[src/assert_macros.svh]
// assertion helpers included by the filter core
`ifndef ASSERT_MACROS_SVH
`define ASSERT_MACROS_SVH

// property that must hold at every clock edge outside reset
`define ASSERT_ALWAYS(label, clk, rstn, prop, msg) \
    label: assert property (@(posedge clk) disable iff (!rstn) (prop)) \
        else $error(msg);

// same-cycle implication
`define ASSERT_IMPL(label, clk, rstn, ante, cons, msg) \
    label: assert property (@(posedge clk) disable iff (!rstn) (ante) |-> (cons)) \
        else $error(msg);

// next-cycle implication
`define ASSERT_NEXT(label, clk, rstn, ante, cons, msg) \
    label: assert property (@(posedge clk) disable iff (!rstn) (ante) |=> (cons)) \
        else $error(msg);

`endif

[src/iirdf2t_pkg.sv]
`timescale 1ns / 1ps
`default_nettype none

package iirdf2t_pkg;

    localparam int SAMPLE_BITS_DEF = 24;
    localparam int MAX_ORDER_DEF   = 3;

    localparam int COEF_BITS   = 24;
    localparam int COEF_FRAC   = 21;
    // state is the sample width plus this many bits
    localparam int STATE_EXTRA = 24;
    // accumulator keeps two guard bits over the state
    localparam int ACC_EXTRA   = STATE_EXTRA + 2;

    localparam int NUM_B   = 4;
    localparam int NUM_A   = 3;
    localparam int TAPS_W  = 3;
    localparam int ADDR_W  = 5;
    localparam int DATA_W  = 32;

    localparam logic signed [COEF_BITS-1:0] B0_RESET   = 24'sd2097152;
    localparam logic [TAPS_W-1:0]           TAPS_RESET = 3'd1;

    typedef enum logic [2:0] {
        REG_B0   = 3'd0,
        REG_B1   = 3'd1,
        REG_B2   = 3'd2,
        REG_B3   = 3'd3,
        REG_A1   = 3'd4,
        REG_A2   = 3'd5,
        REG_A3   = 3'd6,
        REG_TAPS = 3'd7
    } reg_idx_t;

    typedef enum logic [3:0] {
        ST_IDLE,
        ST_Y_MUL,
        ST_Y_ADD,
        ST_Y_RND,
        ST_T_MUL,
        ST_T_ADD,
        ST_T_SUB,
        ST_T_WR,
        ST_DONE
    } fsm_state_t;

    typedef enum logic [1:0] {
        ACC_HOLD,
        ACC_LOAD,
        ACC_SUB
    } acc_op_t;

    typedef struct packed {
        logic    mul_en;
        acc_op_t acc_op;
    } mac_ctrl_t;

endpackage

`default_nettype wire

[src/iir_direct_form2_transposed_core.sv]
`timescale 1ns / 1ps
`default_nettype none

// channel   | ports                                   | direction
// s_ (in)   | s_valid s_ready s_sample_in             | sample word into the filter
// m_ (out)  | m_valid m_ready m_filtered_out          | filtered word, saturated,
//           | m_saturated_flag                        | with clip flag
// apb       | psel penable pwrite paddr pwdata prdata | coefficient and tap count
//           | pready                                  | registers, 4-byte stride
//
// after acceptance the sequencer works through y_mul, y_add and y_rnd for the output,
// then per delay tap t_mul, t_add, t_sub, t_wr (multiply b, add delay, subtract a*y,
// write back), then done and idle; no new word is taken until it is back in idle
// s_ready is high only while the sequencer is idle and out of reset
// a finished word moves to the output register; the next one waits in done while unread
// aresetn is synchronous: delays clear to zero, coefficients to b0 = 1.0, one tap

module iir_direct_form2_transposed_core #(
    parameter int MAX_ORDER   = iirdf2t_pkg::MAX_ORDER_DEF,
    parameter int SAMPLE_BITS = iirdf2t_pkg::SAMPLE_BITS_DEF
) (
    input  wire logic                             aclk,
    input  wire logic                             aresetn,

    input  wire logic                             s_valid,
    output logic                                  s_ready,
    input  wire logic signed [SAMPLE_BITS-1:0]    s_sample_in,

    output logic                                  m_valid,
    input  wire logic                             m_ready,
    output logic signed [SAMPLE_BITS-1:0]         m_filtered_out,
    output logic                                  m_saturated_flag,

    input  wire logic                             psel,
    input  wire logic                             penable,
    input  wire logic                             pwrite,
    input  wire logic [iirdf2t_pkg::ADDR_W-1:0]   paddr,
    input  wire logic [iirdf2t_pkg::DATA_W-1:0]   pwdata,
    output logic [iirdf2t_pkg::DATA_W-1:0]        prdata,
    output logic                                  pready
);

    `include "assert_macros.svh"

    localparam int COEF_BITS  = iirdf2t_pkg::COEF_BITS;
    localparam int COEF_FRAC  = iirdf2t_pkg::COEF_FRAC;
    localparam int TAPS_W     = iirdf2t_pkg::TAPS_W;
    localparam int DATA_W     = iirdf2t_pkg::DATA_W;
    localparam int ADDR_W     = iirdf2t_pkg::ADDR_W;
    localparam int STATE_BITS = SAMPLE_BITS + iirdf2t_pkg::STATE_EXTRA;
    localparam int ACC_W      = SAMPLE_BITS + iirdf2t_pkg::ACC_EXTRA;
    localparam int YW_W       = ACC_W - COEF_FRAC;
    localparam int MAX_TAPS   = MAX_ORDER + 1;
    localparam int ORD_W      = $clog2(MAX_ORDER + 1);
    localparam int IDX_W      = (MAX_ORDER > 1) ? $clog2(MAX_ORDER) : 1;
    localparam int BSEL_W     = $clog2(iirdf2t_pkg::NUM_B);
    localparam int ASEL_W     = $clog2(iirdf2t_pkg::NUM_A);

    localparam logic signed [SAMPLE_BITS-1:0] SAMPLE_MAX = {1'b0, {(SAMPLE_BITS-1){1'b1}}};
    localparam logic signed [SAMPLE_BITS-1:0] SAMPLE_MIN = {1'b1, {(SAMPLE_BITS-1){1'b0}}};
    localparam logic signed [STATE_BITS-1:0]  STATE_MAX  = {1'b0, {(STATE_BITS-1){1'b1}}};
    localparam logic signed [STATE_BITS-1:0]  STATE_MIN  = {1'b1, {(STATE_BITS-1){1'b0}}};
    localparam logic [ACC_W-1:0]              RND_HALF   = ACC_W'(1) << (COEF_FRAC - 1);

    // sequencer and control
    iirdf2t_pkg::fsm_state_t state_reg;
    iirdf2t_pkg::fsm_state_t state_next;
    iirdf2t_pkg::mac_ctrl_t  mac_ctrl;

    logic [ORD_W-1:0] order_reg;
    logic [IDX_W-1:0] idx_reg;
    logic [ORD_W-1:0] tap_num;
    logic             last_tap;

    // configuration registers
    logic signed [COEF_BITS-1:0] coef_b_reg [iirdf2t_pkg::NUM_B];
    logic signed [COEF_BITS-1:0] coef_a_reg [iirdf2t_pkg::NUM_A];
    logic [TAPS_W-1:0]           taps_reg;

    // delay line
    logic signed [STATE_BITS-1:0] z_reg [MAX_ORDER];

    // working words
    logic signed [SAMPLE_BITS-1:0] x_reg;
    logic signed [SAMPLE_BITS-1:0] y_reg;
    logic                          hit_reg;

    // output register
    logic                          m_valid_reg;
    logic signed [SAMPLE_BITS-1:0] m_filtered_out_reg;
    logic                          m_saturated_flag_reg;
    logic                          out_free;

    // datapath signals
    logic [TAPS_W-1:0]             taps_eff;
    logic [ORD_W-1:0]              order_calc;
    logic                          cfg_wr;
    iirdf2t_pkg::reg_idx_t         cfg_idx;
    logic                          use_a;
    logic                          use_y;
    logic [BSEL_W-1:0]             b_sel;
    logic [ASEL_W-1:0]             a_sel;
    logic signed [COEF_BITS-1:0]   mul_coef;
    logic signed [SAMPLE_BITS-1:0] mul_operand;
    logic [ORD_W-1:0]              z_rd_num;
    logic signed [STATE_BITS-1:0]  z_rd;
    logic signed [ACC_W-1:0]       mac_addend;
    logic signed [ACC_W-1:0]       acc;
    logic [ACC_W-1:0]              rnd_sum;
    logic signed [YW_W-1:0]        y_wide;
    logic                          y_fits;
    logic signed [SAMPLE_BITS-1:0] y_clip;
    logic                          y_hit;
    logic                          z_fits;
    logic signed [STATE_BITS-1:0]  z_clip;

    // apb port: writes in the access phase, reads straight from the registers
    assign pready  = 1'b1;
    assign cfg_wr  = psel && penable && pwrite;
    assign cfg_idx = iirdf2t_pkg::reg_idx_t'(paddr[ADDR_W-1:2]);

    always_comb begin
        unique case (cfg_idx)
            iirdf2t_pkg::REG_B0:   prdata = DATA_W'($unsigned(coef_b_reg[0]));
            iirdf2t_pkg::REG_B1:   prdata = DATA_W'($unsigned(coef_b_reg[1]));
            iirdf2t_pkg::REG_B2:   prdata = DATA_W'($unsigned(coef_b_reg[2]));
            iirdf2t_pkg::REG_B3:   prdata = DATA_W'($unsigned(coef_b_reg[3]));
            iirdf2t_pkg::REG_A1:   prdata = DATA_W'($unsigned(coef_a_reg[0]));
            iirdf2t_pkg::REG_A2:   prdata = DATA_W'($unsigned(coef_a_reg[1]));
            iirdf2t_pkg::REG_A3:   prdata = DATA_W'($unsigned(coef_a_reg[2]));
            iirdf2t_pkg::REG_TAPS: prdata = DATA_W'(taps_reg);
            default:               prdata = '0;
        endcase
    end

    // zero taps act as one, too many clamp to the built order
    always_comb begin
        priority if (taps_reg == '0) begin
            taps_eff = TAPS_W'(1);
        end else if (taps_reg > TAPS_W'(MAX_TAPS)) begin
            taps_eff = TAPS_W'(MAX_TAPS);
        end else begin
            taps_eff = taps_reg;
        end
    end

    assign order_calc = ORD_W'(taps_eff - TAPS_W'(1));

    // tap_num is the delay index plus one, i.e. the coefficient pair in use
    assign tap_num  = ORD_W'(idx_reg) + ORD_W'(1);
    assign last_tap = (tap_num == order_reg);
    assign out_free = !m_valid_reg || m_ready;

    // sequencer
    always_comb begin
        state_next      = state_reg;
        mac_ctrl.mul_en = 1'b0;
        mac_ctrl.acc_op = iirdf2t_pkg::ACC_HOLD;
        use_a           = 1'b0;
        use_y           = 1'b0;
        mac_addend      = '0;
        z_rd_num        = tap_num;

        unique case (state_reg)
            iirdf2t_pkg::ST_IDLE: begin
                if (s_valid) begin
                    state_next = iirdf2t_pkg::ST_Y_MUL;
                end
            end
            iirdf2t_pkg::ST_Y_MUL: begin
                // b0 * x
                mac_ctrl.mul_en = 1'b1;
                state_next      = iirdf2t_pkg::ST_Y_ADD;
            end
            iirdf2t_pkg::ST_Y_ADD: begin
                // z0 + b0 * x, z0 left out at order zero
                z_rd_num        = '0;
                mac_ctrl.acc_op = iirdf2t_pkg::ACC_LOAD;
                if (order_reg != '0) begin
                    mac_addend = ACC_W'(z_rd);
                end
                state_next = iirdf2t_pkg::ST_Y_RND;
            end
            iirdf2t_pkg::ST_Y_RND: begin
                if (order_reg != '0) begin
                    state_next = iirdf2t_pkg::ST_T_MUL;
                end else begin
                    state_next = iirdf2t_pkg::ST_DONE;
                end
            end
            iirdf2t_pkg::ST_T_MUL: begin
                // b[k] * x
                mac_ctrl.mul_en = 1'b1;
                state_next      = iirdf2t_pkg::ST_T_ADD;
            end
            iirdf2t_pkg::ST_T_ADD: begin
                // next delay plus b[k] * x, while a[k] * y goes into the multiplier
                mac_ctrl.acc_op = iirdf2t_pkg::ACC_LOAD;
                mac_ctrl.mul_en = 1'b1;
                use_a           = 1'b1;
                use_y           = 1'b1;
                if (!last_tap) begin
                    mac_addend = ACC_W'(z_rd);
                end
                state_next = iirdf2t_pkg::ST_T_SUB;
            end
            iirdf2t_pkg::ST_T_SUB: begin
                mac_ctrl.acc_op = iirdf2t_pkg::ACC_SUB;
                state_next      = iirdf2t_pkg::ST_T_WR;
            end
            iirdf2t_pkg::ST_T_WR: begin
                if (last_tap) begin
                    state_next = iirdf2t_pkg::ST_DONE;
                end else begin
                    state_next = iirdf2t_pkg::ST_T_MUL;
                end
            end
            iirdf2t_pkg::ST_DONE: begin
                if (out_free) begin
                    state_next = iirdf2t_pkg::ST_IDLE;
                end
            end
            default: begin
                state_next = iirdf2t_pkg::ST_IDLE;
            end
        endcase
    end

    // operand selection for the shared multiplier
    assign b_sel       = (state_reg == iirdf2t_pkg::ST_T_MUL) ? BSEL_W'(tap_num) : '0;
    assign a_sel       = ASEL_W'(idx_reg);
    assign mul_coef    = use_a ? coef_a_reg[a_sel] : coef_b_reg[b_sel];
    assign mul_operand = use_y ? y_reg : x_reg;

    // single read port on the delay line
    always_comb begin
        z_rd = '0;
        if (z_rd_num < ORD_W'(MAX_ORDER)) begin
            z_rd = z_reg[IDX_W'(z_rd_num)];
        end
    end

    iirdf2t_mac #(
        .SAMPLE_BITS (SAMPLE_BITS)
    ) u_mac (
        .aclk    (aclk),
        .ctrl    (mac_ctrl),
        .coef    (mul_coef),
        .operand (mul_operand),
        .addend  (mac_addend),
        .acc     (acc)
    );

    // round half up, drop the fraction, clip to the sample range
    assign rnd_sum = $unsigned(acc) + RND_HALF;
    assign y_wide  = $signed(rnd_sum[ACC_W-1:COEF_FRAC]);
    assign y_fits  = (y_wide[YW_W-1:SAMPLE_BITS-1] == '0) ||
                     (y_wide[YW_W-1:SAMPLE_BITS-1] == '1);
    assign y_hit   = !y_fits;
    assign y_clip  = y_fits ? y_wide[SAMPLE_BITS-1:0] :
                     (y_wide[YW_W-1] ? SAMPLE_MIN : SAMPLE_MAX);

    // new delay value clips silently to the state range
    assign z_fits = (acc[ACC_W-1:STATE_BITS-1] == '0) ||
                    (acc[ACC_W-1:STATE_BITS-1] == '1);
    assign z_clip = z_fits ? acc[STATE_BITS-1:0] :
                    (acc[ACC_W-1] ? STATE_MIN : STATE_MAX);

    // control, configuration and delay state
    always_ff @(posedge aclk) begin
        if (!aresetn) begin
            state_reg     <= iirdf2t_pkg::ST_IDLE;
            m_valid_reg   <= 1'b0;
            order_reg     <= '0;
            idx_reg       <= '0;
            coef_b_reg[0] <= iirdf2t_pkg::B0_RESET;
            coef_b_reg[1] <= '0;
            coef_b_reg[2] <= '0;
            coef_b_reg[3] <= '0;
            coef_a_reg[0] <= '0;
            coef_a_reg[1] <= '0;
            coef_a_reg[2] <= '0;
            taps_reg      <= iirdf2t_pkg::TAPS_RESET;
            for (int i = 0; i < MAX_ORDER; i++) begin
                z_reg[i] <= '0;
            end
        end else begin
            state_reg <= state_next;

            if (cfg_wr) begin
                unique case (cfg_idx)
                    iirdf2t_pkg::REG_B0:   coef_b_reg[0] <= pwdata[COEF_BITS-1:0];
                    iirdf2t_pkg::REG_B1:   coef_b_reg[1] <= pwdata[COEF_BITS-1:0];
                    iirdf2t_pkg::REG_B2:   coef_b_reg[2] <= pwdata[COEF_BITS-1:0];
                    iirdf2t_pkg::REG_B3:   coef_b_reg[3] <= pwdata[COEF_BITS-1:0];
                    iirdf2t_pkg::REG_A1:   coef_a_reg[0] <= pwdata[COEF_BITS-1:0];
                    iirdf2t_pkg::REG_A2:   coef_a_reg[1] <= pwdata[COEF_BITS-1:0];
                    iirdf2t_pkg::REG_A3:   coef_a_reg[2] <= pwdata[COEF_BITS-1:0];
                    iirdf2t_pkg::REG_TAPS: taps_reg      <= pwdata[TAPS_W-1:0];
                    default:               taps_reg      <= taps_reg;
                endcase
            end

            if (s_valid && s_ready) begin
                order_reg <= order_calc;
                idx_reg   <= '0;
            end

            // delays update in rising order, so z[k] is still the old value here
            if (state_reg == iirdf2t_pkg::ST_T_WR) begin
                z_reg[idx_reg] <= z_clip;
                idx_reg        <= idx_reg + IDX_W'(1);
            end

            // a new word replaces the one leaving in the same cycle
            if (state_reg == iirdf2t_pkg::ST_DONE && out_free) begin
                m_valid_reg <= 1'b1;
            end else if (m_valid_reg && m_ready) begin
                m_valid_reg <= 1'b0;
            end
        end
    end

    // payload registers
    always_ff @(posedge aclk) begin
        if (s_valid && s_ready) begin
            x_reg <= s_sample_in;
        end
        if (state_reg == iirdf2t_pkg::ST_Y_RND) begin
            y_reg   <= y_clip;
            hit_reg <= y_hit;
        end
        if (state_reg == iirdf2t_pkg::ST_DONE && out_free) begin
            m_filtered_out_reg   <= y_reg;
            m_saturated_flag_reg <= hit_reg;
        end
    end

    assign s_ready          = aresetn && (state_reg == iirdf2t_pkg::ST_IDLE);
    assign m_valid          = m_valid_reg;
    assign m_filtered_out   = m_filtered_out_reg;
    assign m_saturated_flag = m_saturated_flag_reg;

    // checks
    `ASSERT_NEXT(a_accept_starts_work, aclk, aresetn, s_valid && s_ready,
        state_reg == iirdf2t_pkg::ST_Y_MUL, "accepted word did not start the sequencer")

    `ASSERT_IMPL(a_tap_in_order, aclk, aresetn,
        (state_reg == iirdf2t_pkg::ST_T_MUL || state_reg == iirdf2t_pkg::ST_T_ADD ||
         state_reg == iirdf2t_pkg::ST_T_SUB || state_reg == iirdf2t_pkg::ST_T_WR),
        (order_reg != '0) && (tap_num <= order_reg), "delay tap beyond the filter order")

    `ASSERT_NEXT(a_result_loaded, aclk, aresetn,
        state_reg == iirdf2t_pkg::ST_DONE && out_free, m_valid, "finished word not presented")

    `ASSERT_IMPL(a_clip_at_rail, aclk, aresetn, m_valid && m_saturated_flag,
        m_filtered_out == SAMPLE_MAX || m_filtered_out == SAMPLE_MIN,
        "clip flag set on a value inside the range")

endmodule

`default_nettype wire

[src/iirdf2t_mac.sv]
`timescale 1ns / 1ps
`default_nettype none

// shared multiplier with registered product and accumulator
module iirdf2t_mac #(
    parameter int SAMPLE_BITS = iirdf2t_pkg::SAMPLE_BITS_DEF,
    localparam int ACC_W      = SAMPLE_BITS + iirdf2t_pkg::ACC_EXTRA
) (
    input  wire logic                                    aclk,
    input  wire iirdf2t_pkg::mac_ctrl_t                  ctrl,
    input  wire logic signed [iirdf2t_pkg::COEF_BITS-1:0] coef,
    input  wire logic signed [SAMPLE_BITS-1:0]           operand,
    input  wire logic signed [ACC_W-1:0]                 addend,
    output logic signed [ACC_W-1:0]                      acc
);

    localparam int PROD_W = iirdf2t_pkg::COEF_BITS + SAMPLE_BITS;

    logic signed [PROD_W-1:0] prod_reg;
    logic signed [PROD_W-1:0] prod_next;
    logic signed [ACC_W-1:0]  acc_reg;
    logic signed [ACC_W-1:0]  acc_next;

    assign prod_next = coef * operand;

    always_comb begin
        unique case (ctrl.acc_op)
            iirdf2t_pkg::ACC_LOAD: acc_next = addend + ACC_W'(prod_reg);
            iirdf2t_pkg::ACC_SUB:  acc_next = acc_reg - ACC_W'(prod_reg);
            default:               acc_next = acc_reg;
        endcase
    end

    always_ff @(posedge aclk) begin
        if (ctrl.mul_en) begin
            prod_reg <= prod_next;
        end
        acc_reg <= acc_next;
    end

    assign acc = acc_reg;

endmodule

`default_nettype wire

[config.mk]
export PLATFORM = sky130hd
export DESIGN_NAME = iir_direct_form2_transposed_core
export DESIGN_NICKNAME = d
export VERILOG_FILES = /design/src/iirdf2t_pkg.sv /design/src/iir_direct_form2_transposed_core.sv /design/src/iirdf2t_mac.sv
export VERILOG_INCLUDE_DIRS = /design/src /design/src/src
export SDC_FILE = /design/constraint.sdc
export NUM_CORES = 2
export LEC_CHECK = 0
export BUFFER_PORTS_ARGS = -buffer_cell sky130_fd_sc_hd__buf_2
export CAP_MARGIN = 20
export CELL_PAD_IN_SITES_DETAIL_PLACEMENT = 0
export CELL_PAD_IN_SITES_GLOBAL_PLACEMENT = 1
export CORE_MARGIN = 10
export CORE_UTILIZATION = 52
export DETAILED_ROUTE_END_ITERATION = 12
export MAX_ROUTING_LAYER = met4
export PLACE_DENSITY = 0.85
export SETUP_SLACK_MARGIN = 0.15
export SLEW_MARGIN = 40
export SYNTH_ARGS = -nofsm -noshare
export SYNTH_HDL_FRONTEND = slang
export SYNTH_SLANG_ARGS = --single-unit
[constraint.sdc]
create_clock -name aclk -period 11.35 [get_ports aclk]
set_clock_uncertainty 0.1 [all_clocks]
set_input_delay 1.135 -clock aclk [delete_from_list [all_inputs] [get_ports aclk]]
set_output_delay 1.135 -clock aclk [all_outputs]
set_load 0.02 [all_outputs]
==> results.py <==
metrics = {
    "run_status": {
        "status": "finished, final reports clean",
    },
    "routing": {
        "totalWireLength_um": 148000,
        "dr.pass1.iters": 6,
        "post_drt_via_cell_ratio": 5.80,
        "wl_per_cell_um": 22.6,
        "drt_iter0_drc": 3429,
        "remaining_drc_errors": 0,
        "vias": 37900,
        "antenna_left": 0,
    },
    "cells_and_area": {
        "num-nets-final": 6117,
        "largest_register_ffs": 192,
        "n_fill_cell": 8288,
        "mostFrequentLayoutCells": "inv_1 (734), nor2_1 (624), fa_1 (609)",
        "final_common_cell": "inv_1",
        "synthToLayoutAreaGrowth_pct": 8.76,
        "drive_gt1_share_pct": 8.81,
    },
    "grt": {
        "grt_max_degree": 77,
        "grt.overflow.total": 0,
        "track_usage_pct": 27.4,
        "grt_pass1_vias": 38400,
        "antenna_found_initial": 1,
        "grt_pass1_wl_um": 229000,
    },
    "synthesis": {
        "yosys-top-cells-area": "edfxtp_1 (31%), fa_1 (24%), ha_1 (5.8%)",
        "netlist-cell-type-count": 103,
        "yosys_warnings": 0,
        "synth-edff-count": 532,
        "postSynthCellCount": 5175,
        "async_reset_ff_share_pct": 0,
        "syn_area_mm2": 0.0511,
        "synth.avg_cell_area_um2": 9.87,
        "ys_seq_elements": 546,
        "yosysSeqAreaShare_pct": 31.8,
        "synth_flop_cell": "edfxtp_1",
        "synth_top_cell_by_area": "edfxtp_1",
        "synth_top_area_share_pct": 31.3,
    },
    "place": {
        "place_hpwl_um": 111000,
        "portBuffers": 108,
        "gp_congestion": 0.960,
    },
    "critical_path": {
        "worst_path_most_repeated_cell": "fa_1",
        "critPathMaxStageDelay_ns": 0.99,
        "startpoint_type": "register",
        "arrival_ns": 10.40,
        "cp_max_fo": 24,
        "cp-end-kind": "register",
        "cp_slowest_cell": "fa_1",
        "cp_data_required_time_ns": 11.63,
        "crit_type": "register to register",
    },
    "clock_tree": {
        "cts_root_buf": "clkbuf_16",
        "ctsHtreeMaxLevel": 3,
        "clkSinkCount": 546,
        "cts_made_buffers": 69,
        "cts_setup_buffers": 0,
        "clkTransAtPathRegs_ns": 0.06,
        "cts_hold_buf": 0,
        "tritoncts": "yes",
        "clk_latency_ns": 0.66,
        "post_cts_resized": 0,
        "cts_buffer_depth": 3,
    },
    "sta": {
        "fmax_ghz": 0.0988,
        "worstMarginPinSlew_ns": 0.872,
        "rsz0062_at_grt": "false",
        "worst_hold_slack_ns": 0.319,
        "finalMaxSlewViolations": 0,
        "fin_crit_sh_pct": 89.2,
        "setup_violations": 0,
        "period_needed_ns": 10.13,
        "finalHoldViolCount": 0,
        "slew_headroom_pct": 40.7,
        "tns_ns": 0,
    },
    "floorplanning": {
        "ios": 128,
        "initial_core_util_pct": 52.6,
        "core-area_mm2": 0.0971,
        "fp-row-count": 114,
        "dieHeight_um": 333,
        "die_w_um": 333,
        "dieArea_mm2": 0.111,
    },
    "min_path": {
        "hold_path_class": "register to register",
    },
    "job": {
        "drv_cap": 0,
    },
}
==> final timing paths <==
check / depth (start not counted) / start / slack (ns) / end
min: 0 / hit_reg$_DFFE_PN_ / 0.32 / m_saturated_flag$_DFFE_PP_
min reg2reg: 0 / hit_reg$_DFFE_PN_ / 0.32 / m_saturated_flag$_DFFE_PP_
max reg2reg: 25 / a_sel[0]$_SDFFE_PN0N_ / 1.22 / u_mac.prod_reg[45]$_DFFE_PP_
max: 25 / a_sel[0]$_SDFFE_PN0N_ / 1.22 / u_mac.prod_reg[45]$_DFFE_PP_
==> worst max-delay path: cells and delay by family, from the launching register on <==
kind | cells | cell delay, ns
buf+inv | 5 | 1.23
flops | 1 | 0.63
compound gates | 7 | 2.12
simple gates | 3 | 0.54
xor+xnor | 1 | 0.08
fa+ha+maj | 9 | 5.12
==> per-layer routing <==
layer	share of wire [%]	global-route usage, %	vias to the layer above
met4	3.3	8.41	0
met2	45	42.2	1618
li1	-	-	17100
met3	9.3	5.43	273
met5	0	-	-
met1	42	36.5	18900
==> cells in the mapped netlist, types with 14 or more instances <==
master and number:
a31oi_1 45, a21oi_1 226, nand2_1 546, and3_1 31
nor3_1 20, a21o_1 72, a211oi_1 111, nand4_1 24
o21ai_0 137, fa_1 609, xor2_1 69, o21ai_1 34
nor2b_1 80, dfxtp_1 14, buf_2 22, xnor2_1 88
nand3_1 62, buf_1 34, inv_1 736, and2_1 131
clkbuf_1 195, o21bai_1 22, edfxtp_1 532, nor2_1 631
a31o_2 23, nand2b_1 41, o211ai_1 27, ha_1 237
mux2i_1 154
==> logic make-up after synthesis <==
family | after synthesis | share of synthesized area, %
compound gates | 840 | 11.0
xor+xnor | 157 | 2.69
fa+ha+maj | 846 | 29.7
buf+inv | 1001 | 7.50
flops | 546 | 31.8
mux | 164 | 3.30
other cells | 2 | 0.0147
simple gates | 1619 | 14.0
==> stage by stage <==
step                cell area [um2]  util (%)  setup WS (ns)  cells
floorplan                     51100         -           2.50   5182
global placement              53100      54.7           1.46   6398
detailed placement            53400      54.9           1.48   6408
CTS                           55500      57.2           1.38   6529
global route                  55600      57.2          0.800   6529
finish                        55600      57.2           1.22   6530
==> final cells by class <==
type	instances	area (um2)	share of cell area, %
Antenna cell	1	2.50	0.00450
Clock buffer	80	1810	3.26
Clock inverter	41	379	0.682
Inverter	738	2770	4.99
Multi-Input combinational cell	3635	31300	56.4
Sequential cell	546	16300	29.3
Tap cell	1276	1600	2.87
Timing Repair Buffer	213	1430	2.58
Power is left out: the tool's default activity adds up to more than one toggle a clock period on the data nets, which glitch-free logic cannot reach.
